[src/sv/scsa_pkg.sv]
// Package for the sensor channel scale and alarm unit: stream field layout,
// item kinds, alarm mode codes and the packed limit decoder. No dependencies.
`default_nettype none

package scsa_pkg;

  // Input tdata layout, lowest bit first
  localparam int unsigned S_TDATA_W    = 96;
  localparam int unsigned CH_W         = 5;
  localparam int unsigned RAW_W        = 16;
  localparam int unsigned LIM_W        = 16;
  localparam int unsigned MODE_W       = 8;
  localparam int unsigned CH_LSB       = 0;
  localparam int unsigned RAW_LSB      = CH_LSB + CH_W;
  localparam int unsigned AHI_LSB      = RAW_LSB + RAW_W;
  localparam int unsigned ALO_LSB      = AHI_LSB + LIM_W;
  localparam int unsigned RHI_LSB      = ALO_LSB + LIM_W;
  localparam int unsigned RLO_LSB      = RHI_LSB + LIM_W;
  localparam int unsigned MODE_LSB     = RLO_LSB + LIM_W;

  // Output layout
  localparam int unsigned M_TDATA_W    = 32;
  localparam int unsigned VAL_W        = 24;
  localparam int unsigned M_TUSER_W    = 2;

  // Scaled product: 15-bit code*5 times 17-bit signed span
  localparam int unsigned PROD_W       = 32;
  localparam int unsigned SCALE_SHIFT  = 14;
  localparam int unsigned CODE_W       = 12;
  localparam int unsigned CODE5_W      = 15;
  localparam int unsigned CNT_W        = 23;

  typedef enum logic {
    KIND_LOAD   = 1'b0,
    KIND_SAMPLE = 1'b1
  } kind_e;

  localparam logic [MODE_W-1:0] MODE_ABOVE   = 8'd1;
  localparam logic [MODE_W-1:0] MODE_BELOW   = 8'd2;
  localparam logic [MODE_W-1:0] MODE_OUTSIDE = 8'd3;

  // Packed limit to hundredths: bits 15..7 are whole units, 6..0 hundredths
  function automatic logic [LIM_W-1:0] decode_limit(input logic [LIM_W-1:0] packed_lim);
    logic [LIM_W-1:0] whole;
    whole = LIM_W'(packed_lim[15:7]) * 16'd100;
    return whole + LIM_W'(packed_lim[6:0]);
  endfunction

endpackage

`default_nettype wire

[src/sv/sensor_channel_scale_and_alarm_unit.sv]
// Top level of the sensor channel scale and alarm unit: per-channel limit table,
// four-register scaling and alarm pipeline. Depends on scsa_pkg.
`default_nettype none

// Takes one transaction per cycle while s_axis_tready is high and returns exactly
// one result per transaction, in order.
// The pipeline is input register, limit table read and decode, the 15x17 bit
// scaling multiply, then offset, floor, alarm check and the result register;
// empty stages close up so input is still taken while a result waits.
// Load transactions (tuser = 0) write the channel's limits and answer with a zero
// value; a load followed directly by a sample on the same channel is seen by it.
// Limit tables live in flip-flops and are cleared by reset, so there is no
// start-up sweep. cfg_we_i/cfg_wdata_i set limits_valid; write only while idle.
module sensor_channel_scale_and_alarm_unit #(
  parameter int unsigned CHANNELS     = 22,
  parameter int unsigned ADC_CHANNELS = 16
) (
  input  wire logic                            clk_i,
  input  wire logic                            rst_ni,
  input  wire logic                            cfg_we_i,
  input  wire logic                            cfg_wdata_i,     // limits_valid
  input  wire logic                            s_axis_tvalid,
  output      logic                            s_axis_tready,
  // channel[4:0], raw_value[20:5], alarm_high_packed[36:21],
  // alarm_low_packed[52:37], range_high_packed[68:53],
  // range_low_packed[84:69], alarm_mode[92:85], zero pad[95:93]
  input  wire logic [scsa_pkg::S_TDATA_W-1:0]  s_axis_tdata,
  input  wire logic                            s_axis_tlast,    // end_of_scan
  input  wire logic                            s_axis_tuser,    // kind
  output      logic                            m_axis_tvalid,
  input  wire logic                            m_axis_tready,
  // out_channel[4:0], measured_value[28:5], zero pad[31:29]
  output      logic [scsa_pkg::M_TDATA_W-1:0]  m_axis_tdata,
  // channel_alarm[0], scan_alarm[1]
  output      logic [scsa_pkg::M_TUSER_W-1:0]  m_axis_tuser
);

  import scsa_pkg::*;

  localparam int unsigned IDX_W = (CHANNELS > 1) ? $clog2(CHANNELS) : 1;
  localparam logic [6:0]  CH_LIM  = 7'(CHANNELS);
  localparam logic [6:0]  ADC_LIM = 7'(ADC_CHANNELS);

  // Configuration
  logic limits_valid_q;

  always_ff @(posedge clk_i or negedge rst_ni) begin
    if (!rst_ni) begin
      limits_valid_q <= 1'b0;
    end else if (cfg_we_i) begin
      limits_valid_q <= cfg_wdata_i;
    end
  end

  // Handshake chain
  logic v1_q, v2_q, v3_q, vo_q;
  logic adv1, adv2, adv3, advo;

  assign advo          = !vo_q || m_axis_tready;
  assign adv3          = !v3_q || advo;
  assign adv2          = !v2_q || adv3;
  assign adv1          = !v1_q || adv2;
  assign s_axis_tready = adv1;

  always_ff @(posedge clk_i or negedge rst_ni) begin
    if (!rst_ni) begin
      v1_q <= 1'b0;
      v2_q <= 1'b0;
      v3_q <= 1'b0;
      vo_q <= 1'b0;
    end else begin
      if (adv1) begin
        v1_q <= s_axis_tvalid;
      end
      if (adv2) begin
        v2_q <= v1_q;
      end
      if (adv3) begin
        v3_q <= v2_q;
      end
      if (advo) begin
        vo_q <= v3_q;
      end
    end
  end

  // Stage 1: input register
  logic [S_TDATA_W-1:0] in_data_q;
  logic                 in_eos_q;
  kind_e                in_kind_q;

  always_ff @(posedge clk_i) begin
    if (adv1 && s_axis_tvalid) begin
      in_data_q <= s_axis_tdata;
      in_eos_q  <= s_axis_tlast;
      in_kind_q <= kind_e'(s_axis_tuser);
    end
  end

  logic [CH_W-1:0]   in_ch;
  logic [RAW_W-1:0]  in_raw;
  logic [LIM_W-1:0]  in_ahi, in_alo, in_rhi, in_rlo;
  logic [MODE_W-1:0] in_mode;
  logic [6:0]        in_ch_ext;
  logic [IDX_W-1:0]  in_idx;
  logic              in_ch_ok;
  logic              in_adc;

  assign in_ch     = in_data_q[CH_LSB +: CH_W];
  assign in_raw    = in_data_q[RAW_LSB +: RAW_W];
  assign in_ahi    = in_data_q[AHI_LSB +: LIM_W];
  assign in_alo    = in_data_q[ALO_LSB +: LIM_W];
  assign in_rhi    = in_data_q[RHI_LSB +: LIM_W];
  assign in_rlo    = in_data_q[RLO_LSB +: LIM_W];
  assign in_mode   = in_data_q[MODE_LSB +: MODE_W];
  assign in_ch_ext = {2'b00, in_ch};
  assign in_idx    = in_ch_ext[IDX_W-1:0];
  assign in_ch_ok  = in_ch_ext < CH_LIM;
  assign in_adc    = in_ch_ext < ADC_LIM;

  // Limit tables, written and read in stage order
  logic [LIM_W-1:0]  ahi_tab_q [CHANNELS];
  logic [LIM_W-1:0]  alo_tab_q [CHANNELS];
  logic [LIM_W-1:0]  rhi_tab_q [CHANNELS];
  logic [LIM_W-1:0]  rlo_tab_q [CHANNELS];
  logic [MODE_W-1:0] mode_tab_q[CHANNELS];

  always_ff @(posedge clk_i or negedge rst_ni) begin
    if (!rst_ni) begin
      for (int k = 0; k < CHANNELS; k++) begin
        ahi_tab_q[k]  <= '0;
        alo_tab_q[k]  <= '0;
        rhi_tab_q[k]  <= '0;
        rlo_tab_q[k]  <= '0;
        mode_tab_q[k] <= '0;
      end
    end else if (v1_q && adv2 && in_kind_q == KIND_LOAD && in_ch_ok) begin
      ahi_tab_q[in_idx]  <= in_ahi;
      alo_tab_q[in_idx]  <= in_alo;
      rhi_tab_q[in_idx]  <= in_rhi;
      rlo_tab_q[in_idx]  <= in_rlo;
      mode_tab_q[in_idx] <= in_mode;
    end
  end

  // Stage 2: decode limits
  logic [LIM_W-1:0]   rmax_dec, rmin_dec;
  logic signed [16:0] span;
  logic [CODE5_W-1:0] code5;
  logic [CNT_W-1:0]   cnt_val;

  assign rmax_dec = decode_limit(rhi_tab_q[in_idx]);
  assign rmin_dec = decode_limit(rlo_tab_q[in_idx]);
  assign span     = $signed({1'b0, rmax_dec}) - $signed({1'b0, rmin_dec});
  assign code5    = CODE5_W'(in_raw[CODE_W-1:0]) * 15'd5;
  assign cnt_val  = CNT_W'(in_raw) * 23'd100;

  logic                s2_sample_q, s2_calc_q, s2_adc_q, s2_eos_q;
  logic [CH_W-1:0]     s2_ch_q;
  logic [LIM_W-1:0]    s2_rmin_q, s2_ahi_q, s2_alo_q;
  logic signed [16:0]  s2_span_q;
  logic [CODE5_W-1:0]  s2_code5_q;
  logic [CNT_W-1:0]    s2_cnt_q;
  logic [MODE_W-1:0]   s2_mode_q;

  always_ff @(posedge clk_i) begin
    if (adv2 && v1_q) begin
      s2_sample_q <= (in_kind_q == KIND_SAMPLE);
      s2_calc_q   <= (in_kind_q == KIND_SAMPLE) && in_ch_ok && limits_valid_q;
      s2_adc_q    <= in_adc;
      s2_eos_q    <= in_eos_q;
      s2_ch_q     <= in_ch;
      s2_rmin_q   <= rmin_dec;
      s2_span_q   <= span;
      s2_code5_q  <= code5;
      s2_cnt_q    <= cnt_val;
      s2_ahi_q    <= decode_limit(ahi_tab_q[in_idx]);
      s2_alo_q    <= decode_limit(alo_tab_q[in_idx]);
      s2_mode_q   <= mode_tab_q[in_idx];
    end
  end

  // Stage 3: scaling multiply
  logic signed [PROD_W-1:0] prod;
  assign prod = $signed(PROD_W'(s2_code5_q)) * PROD_W'(s2_span_q);

  logic                     s3_sample_q, s3_calc_q, s3_adc_q, s3_eos_q;
  logic [CH_W-1:0]          s3_ch_q;
  logic [LIM_W-1:0]         s3_rmin_q, s3_ahi_q, s3_alo_q;
  logic signed [PROD_W-1:0] s3_prod_q;
  logic [CNT_W-1:0]         s3_cnt_q;
  logic [MODE_W-1:0]        s3_mode_q;

  always_ff @(posedge clk_i) begin
    if (adv3 && v2_q) begin
      s3_sample_q <= s2_sample_q;
      s3_calc_q   <= s2_calc_q;
      s3_adc_q    <= s2_adc_q;
      s3_eos_q    <= s2_eos_q;
      s3_ch_q     <= s2_ch_q;
      s3_rmin_q   <= s2_rmin_q;
      s3_prod_q   <= prod;
      s3_cnt_q    <= s2_cnt_q;
      s3_ahi_q    <= s2_ahi_q;
      s3_alo_q    <= s2_alo_q;
      s3_mode_q   <= s2_mode_q;
    end
  end

  // Stage 4: offset, floor, alarm rule, scan alarm
  logic signed [PROD_W-1:0] prod_floor;
  logic signed [VAL_W-1:0]  adc_val, meas_val, ahi_s, alo_s;
  logic                     above, below, alarm;
  logic                     seen_q, seen_next, scan;

  assign prod_floor = s3_prod_q >>> SCALE_SHIFT;
  assign adc_val    = $signed({8'd0, s3_rmin_q}) + VAL_W'(prod_floor);
  assign ahi_s      = $signed({8'd0, s3_ahi_q});
  assign alo_s      = $signed({8'd0, s3_alo_q});

  always_comb begin
    if (!s3_calc_q) begin
      meas_val = '0;
    end else if (s3_adc_q) begin
      meas_val = adc_val;
    end else begin
      meas_val = $signed({1'b0, s3_cnt_q});
    end
    above = meas_val > ahi_s;
    below = meas_val < ahi_s;
    alarm = 1'b0;
    if (s3_calc_q) begin
      unique case (s3_mode_q)
        MODE_ABOVE:   alarm = above;
        MODE_BELOW:   alarm = below;
        MODE_OUTSIDE: alarm = above || (meas_val < alo_s);
        default:      alarm = 1'b0;
      endcase
    end
    seen_next = seen_q || alarm;
    scan      = s3_sample_q && s3_eos_q && seen_next;
  end

  always_ff @(posedge clk_i or negedge rst_ni) begin
    if (!rst_ni) begin
      seen_q <= 1'b0;
    end else if (advo && v3_q && s3_sample_q) begin
      seen_q <= s3_eos_q ? 1'b0 : seen_next;
    end
  end

  // Result register
  logic [CH_W-1:0]  out_ch_q;
  logic [VAL_W-1:0] out_val_q;
  logic             out_alarm_q, out_scan_q;

  always_ff @(posedge clk_i) begin
    if (advo && v3_q) begin
      out_ch_q    <= s3_ch_q;
      out_val_q   <= meas_val;
      out_alarm_q <= alarm;
      out_scan_q  <= scan;
    end
  end

  assign m_axis_tvalid = vo_q;
  assign m_axis_tdata  = {(M_TDATA_W - VAL_W - CH_W)'(0), out_val_q, out_ch_q};
  assign m_axis_tuser  = {out_scan_q, out_alarm_q};

endmodule

`default_nettype wire

[config.mk]
export PLATFORM = sky130hd
export DESIGN_NAME = sensor_channel_scale_and_alarm_unit
export DESIGN_NICKNAME = d
export VERILOG_FILES = /design/src/sv/scsa_pkg.sv /design/src/sv/sensor_channel_scale_and_alarm_unit.sv
export SDC_FILE = /design/constraint.sdc
export NUM_CORES = 2
export LEC_CHECK = 0
export BUFFER_PORTS_ARGS = -buffer_cell sky130_fd_sc_hd__buf_2
export CAP_MARGIN = 20
export CORE_MARGIN = 5
export CORE_UTILIZATION = 50
export CTS_CLUSTER_SIZE = 8
export DETAILED_ROUTE_END_ITERATION = 12
export GPL_TIMING_DRIVEN = 0
export HOLD_SLACK_MARGIN = 0.12
export PLACE_DENSITY_LB_ADDON = 0.12
export RECOVER_POWER = 25
export SKIP_CTS_REPAIR_TIMING = 1
export SLEW_MARGIN = 25
export SYNTH_ARGS = -nofsm -noshare
export SYNTH_HDL_FRONTEND = slang
export SYNTH_SLANG_ARGS = --single-unit
[constraint.sdc]
create_clock -name clk_i -period 15.8 [get_ports clk_i]
set_input_delay 1.58 -clock clk_i [delete_from_list [all_inputs] [get_ports clk_i]]
set_output_delay 1.58 -clock clk_i [all_outputs]
set_load 0.005 [all_outputs]
Word level (Yosys, flattened, before mapping) --
Index checks and enable logic that the tools add are counted. Widths: inputs -> output; s select.
Operators by class: add/sub/neg operators 6, $mul 7, $lt $le $gt $ge 7, eq/ne operators 3, muxes and demuxes 29, bitwise operators 2, reduce and logical (&&, ||, !) cells 22
Operator list (count):
- $bwmux 352 | 4
- $bmux 16 s5 | 4
- $bwmux 176 | 1
- $mux 16 | 9
- $demux 16 s5 | 1
- $add 16x7->16 | 4
- $mul 9x5->14 const B | 4
- $lt 24x17->1 | 2
- $mux 24 | 2
- $bmux 8 s5 | 1
- $demux 8 s5 | 1
- $mul 16x17->32 | 1
- $gt 24x17->1 | 1
- $mux 8 | 3
- $mul 16x5->21 const B | 1
- $add 17x18->19 | 1
- $sub 16x16->17 | 1
- $eq 8x2->1 const B | 2
- $mul 12x3->15 const B | 1
- $logic_and 1x1->1 | 12
- $lt 5x5->1 const B | 2
- $eq 8x1->1 const B | 1
- $ge 6x6->1 const B | 1
- $logic_or 1x1->1 | 6
- 6 further kinds | 10
Word-level totals: register bits 1952, bits of input ports 104, output and inout port bits 36, logic and storage cells 222

Longest topological paths before layout --
depth after elaboration 9, mapped depth 30, gate-level depth less buffers 27

Least setup slack after synthesis --
Ideal clock, no wire load.
path kind reg2reg, from register in_data_q[0], to register s2_span_q[15], data pin, library setup time 0.268 ns, arrival 6.521 ns, data required time 15.532 ns, slack 9.011 ns, stages on the path, launching flop included 30, path buffers 5, period minus slack after synthesis 6.789 ns, cell sequence edfxtp_1 -> clkbuf_1 -> clkbuf_1 -> buf_2 -> clkbuf_1 -> buf_1 -> mux2i_1 -> nor2_1 -> a21oi_1 -> nand3_1 -> ha_1 -> ha_1 -> fa_1 -> ha_1 -> a21o_1 -> a21oi_1 -> nor2b_1 -> o21a_1 -> o41a_1 -> xor2_1 -> nand2_1 -> nor2_1 -> xnor2_1 -> xor2_1 -> ha_1 -> inv_1 -> nor3_1 -> a31oi_1 -> a21boi_0 -> o211ai_1
Between the ends: longest elaborated chain between the ends 7, elaborated cells between the ends (all ways) 12, those cells by class add/sub: 3; mul: 2; mux: 6; bitwise: 1
Ends and longest elaborated chain:
- start, declared | line sensor_channel_scale_and_alarm_unit.sv:88 | logic [S_TDATA_W-1:0] in_data_q;
- start signal, assigned | line sensor_channel_scale_and_alarm_unit.sv:94 | in_data_q <= s_axis_tdata;
- $not 5->6 (implied by the code) * | line sensor_channel_scale_and_alarm_unit.sv:152, sensor_channel_scale_and_alarm_unit.sv:153
- $bmux 16 s5 (on tied branches) | line sensor_channel_scale_and_alarm_unit.sv:152, sensor_channel_scale_and_alarm_unit.sv:153
- $mux 16 (on tied branches) (2 in series) | line sensor_channel_scale_and_alarm_unit.sv:152, sensor_channel_scale_and_alarm_unit.sv:153
- $mul 9x5->14 | line scsa_pkg.sv:45 | whole = LIM_W'(packed_lim[15:7]) * 16'd100;
- $add 16x7->16 | line scsa_pkg.sv:46 | return whole + LIM_W'(packed_lim[6:0]);
- $sub 16x16->17 * | line sensor_channel_scale_and_alarm_unit.sv:154 | assign span = $signed({1'b0, rmax_dec}) - $signed({1'b0, rmin_dec});
- named net span[15] | line sensor_channel_scale_and_alarm_unit.sv:148 | logic signed [16:0] span;
- end signal, assigned | line sensor_channel_scale_and_alarm_unit.sv:174 | s2_span_q <= span;
- end, declared | line sensor_channel_scale_and_alarm_unit.sv:161 | logic signed [16:0] s2_span_q;
Mark *: on every way through the listed nets, which the timed path passes. The rest lies on a longest branch. The select of a mux whose other input is x is not followed. A chain may end at the register's enable or synchronous reset.

==> flow_metrics.env <==
export IMPL_syn_inst=6972
export IMPL_reg2reg_slack_ns=7.09
export IMPL_synthSimpleGateAreaFrac=0.0356
export IMPL_yosys_warnings=0
export IMPL_firstDrtPassIters=8
export IMPL_synth_area_per_cell_um2=14.2
export IMPL_synth_top_family_by_area="multiplexers"
export IMPL_cts_sinks=1936
export IMPL_hold_depth=0
export IMPL_root_buffer="clkbuf_16"
export IMPL_synth_xor_area_share=0.0128
export IMPL_worstHoldPathType="reg2reg"
export IMPL_setup_violations=0
export IMPL_reg2reg_from="in_data_q[0]"
export IMPL_startpoint_type="input pin"
export IMPL_cp_top_family="buffers and inverters"
export IMPL_clockBufferDepth=4
export IMPL_synth_compound_area_frac=0.0322
export IMPL_post_drt_wl_per_cell_um=30.1
export IMPL_cts_tree="built"
export IMPL_antenna_left=0
export IMPL_layout_nets=8213
export IMPL_required_ns=16.74
export IMPL_slowest_stage="clkbuf_1"
export IMPL_num_vias=61226
export IMPL_violations="capacitance limit, slew limit"
export IMPL_cts_clk_slew_worst_paths_ns=0.05
export IMPL_postRouteWirelength_um=307000
export IMPL_seq_area_frac_synth=0.507
export IMPL_post_drt_via_cell_ratio=6.01
export IMPL_finalHoldViolCount=0
export IMPL_fillCellCount=15948
export IMPL_cts_htree_levels=5
export IMPL_grt_pass1_vias=64184
export IMPL_synth_adder_area_share=0.103
export IMPL_grtUsageTotal=0.299
export IMPL_r2r_end="s2_span_q[15]"
export IMPL_rsz0062_at_grt="no"
export IMPL_async_reset_ff_frac=0.821
export IMPL_min_from="s2_ch_q[1]"
export IMPL_gp_congestion=0.874
export IMPL_max_stage_delay_ns=5.14
export IMPL_min_to="s3_ch_q[1]"
export IMPL_period_needed_ns=9.96
export IMPL_crit_chain="clkbuf_1 > clkbuf_1 > buf_16 > buf_16 > buf_16 > buf_16"
export IMPL_yosys_mux_area_fraction=0.270
export IMPL_die_w_um=455
export IMPL_regArea_um2=50200
export IMPL_synth_edf_count=346
export IMPL_syn2layout_area_growth_pct=13.4
export IMPL_cp_num_buf_inv=6
export IMPL_start_util=0.502
export IMPL_reg2reg_depth=30
export IMPL_maxCapViolations=11
export IMPL_die_area_um2=207000
export IMPL_cts_made_buffers=293
export IMPL_cp_data_arrival_time_ns=10.90
export IMPL_critPathCaptureType="async pin"
export IMPL_status="finished, violations left"
export IMPL_antenna_found_initial=14
export IMPL_clk_latency_ns=0.96
export IMPL_num_rows=163
export IMPL_drcViolationCount=0
export IMPL_drv_slew=561
export IMPL_finalSetupTns_ns=0
export IMPL_max_freq_mhz=100
export IMPL_dp_hpwl_um=214000
export IMPL_crit_type="in2async"
export IMPL_core_um2=197000
export IMPL_io_buffers=133
export IMPL_ys_ff_latch=1936
export IMPL_slew_limit_headroom=-3.79
export IMPL_finClkSkew_ns=0.0616
export IMPL_die_h_um=455
export IMPL_min_period_over_period=0.631
export IMPL_cp_common_cell="buf_16"
export IMPL_multi_input_area_um2=45000
export IMPL_crit_path_max_fanout=133
export IMPL_tightestPinTransition_ns=7.18
export IMPL_drive_above_1_share=0.349
export IMPL_grt_pass1_wl_um=448000
export IMPL_grt_overflow_total=0
export IMPL_drtIter0Drc=5176
export IMPL_ys_flop_type="dfrtp_1"
export IMPL_ios=140
export IMPL_yosys_cell_types_count=68
export IMPL_grt_max_degree=135
export IMPL_syn_area_um2=99000
[state kept, by name, indices dropped and copies added, names as in the netlist, 17 cells and up]
| signal | cells |
|---|---|
| ahi_tab_q | 352 |
| alo_tab_q | 352 |
| in_data_q | 93 |
| mode_tab_q | 176 |
| out_val_q | 24 |
| rhi_tab_q | 352 |
| rlo_tab_q | 352 |
| s2_cnt_q | 19 |
| s2_span_q | 17 |
| s3_cnt_q | 21 |
| s3_prod_q | 18 |
[worst max path at each step]
stage / start / end / slack [ns] / cells past startpoint
after global placement: rst_ni / ahi_tab_q[123] / -21.66 / 1
final: rst_ni / ahi_tab_q[108] / 5.84 / 6
after detailed placement: in_data_q[0] / s2_span_q[15] / 7.17 / 30
after floorplan: in_data_q[0] / s2_span_q[15] / 9.01 / 29
after CTS: in_data_q[0] / s2_span_q[15] / 7.13 / 30
after global routing: rst_ni / ahi_tab_q[138] / 3.97 / 6
[through the flow]
stage	cells	area, µm²	worst slack (ns)	hold slack [ns]	util
floorplan	6974	99000	9.01	0.400	-
global placement	9747	103000	-21.66	0.401	0.522
detailed placement	9810	105000	7.17	0.405	0.530
CTS	10182	112000	7.13	0.393	0.570
global route	10185	112000	3.97	0.400	0.569
finish	10189	112000	5.84	0.391	0.569
[cells in the mapped netlist, types with 9 or more instances]
cell,count,area (µm²)
a211oi_1,9,67.6
fa_1,287,5750
o21ai_0,34,170
mux2i_1,79,791
ha_1,357,4470
and2_1,112,701
xor2_1,52,455
nand2b_1,20,125
dfrtp_1,1590,39800
or3_1,10,62.6
a21oi_1,152,761
a22oi_1,145,1090
nand2_1,194,728
o21a_1,18,135
o21bai_1,19,143
inv_1,531,1990
nor2b_1,34,213
clkbuf_1,434,1630
nor3_1,41,205
mux4_2,360,8110
edfxtp_1,346,10400
nand4_1,12,75.1
a21o_1,40,300
and3_1,29,181
a31oi_1,9,56.3
mux2_2,1585,17800
xnor2_1,93,815
buf_1,44,165
nor2_1,168,631
nand3_1,78,390
[kinds of logic after synthesis]
logic type / count (synthesis)
xor+xnor: 145
fa+ha+maj: 644
flops: 1936
compound gates: 477
simple gates: 728
buf+inv: 1017
other cells: 1
mux: 2024
[routing by layer]
layer	vias up	track usage	wire length, µm	share of wire
met5	-	0	12	0.000039
met1	32646	0.399	126000	0.41
met4	2	0.133	15800	0.051
met3	674	0.0664	21700	0.071
met2	2183	0.474	144000	0.47
li1	25721	-	-	-
[cell type report]
type                       instances  share of cell area
antenna                            7            0.000156
buffer                           484              0.0181
inverter                         533              0.0178
clock inverter                     7            0.000613
timing repair buffer             196              0.0164
tap                             2640              0.0294
sequential                      1936               0.447
clock buffer                     365              0.0690
multi-input combinational       4021               0.401
[cell usage in the layout (no fill, tap or decap), types with 10 or more instances in the layout]
cell type  netlist  final
dfrtp_1       1590   1590
mux2_2        1585   1585
inv_1          531    530
clkbuf_1       434    392
mux4_2         360    360
ha_1           357    357
edfxtp_1       346    346
clkbuf_16        0    299
fa_1           287    287
nand2_1        194    194
buf_2            1    163
a21oi_1        152    152
nor2_1         168    152
a22oi_1        145    145
clkbuf_2         0    122
and2_1         112    109
xnor2_1         93     93
mux2i_1         79     79
nand3_1         78     78
xor2_1          52     52
a21o_1          40     40
nor3_1          41     38
nor2b_1         34     34
o21ai_0         34     34
and3_1          29     29
buf_16           0     28
nand2b_1        20     20
o21bai_1        19     19
o21a_1          18     18
nor2_2           1     16
nand4_1         12     12
buf_4            5     11
or3_1           10     10
Power is left out: the tool's default activity adds up to more than one toggle a clock period on the data nets, which glitch-free logic cannot reach.
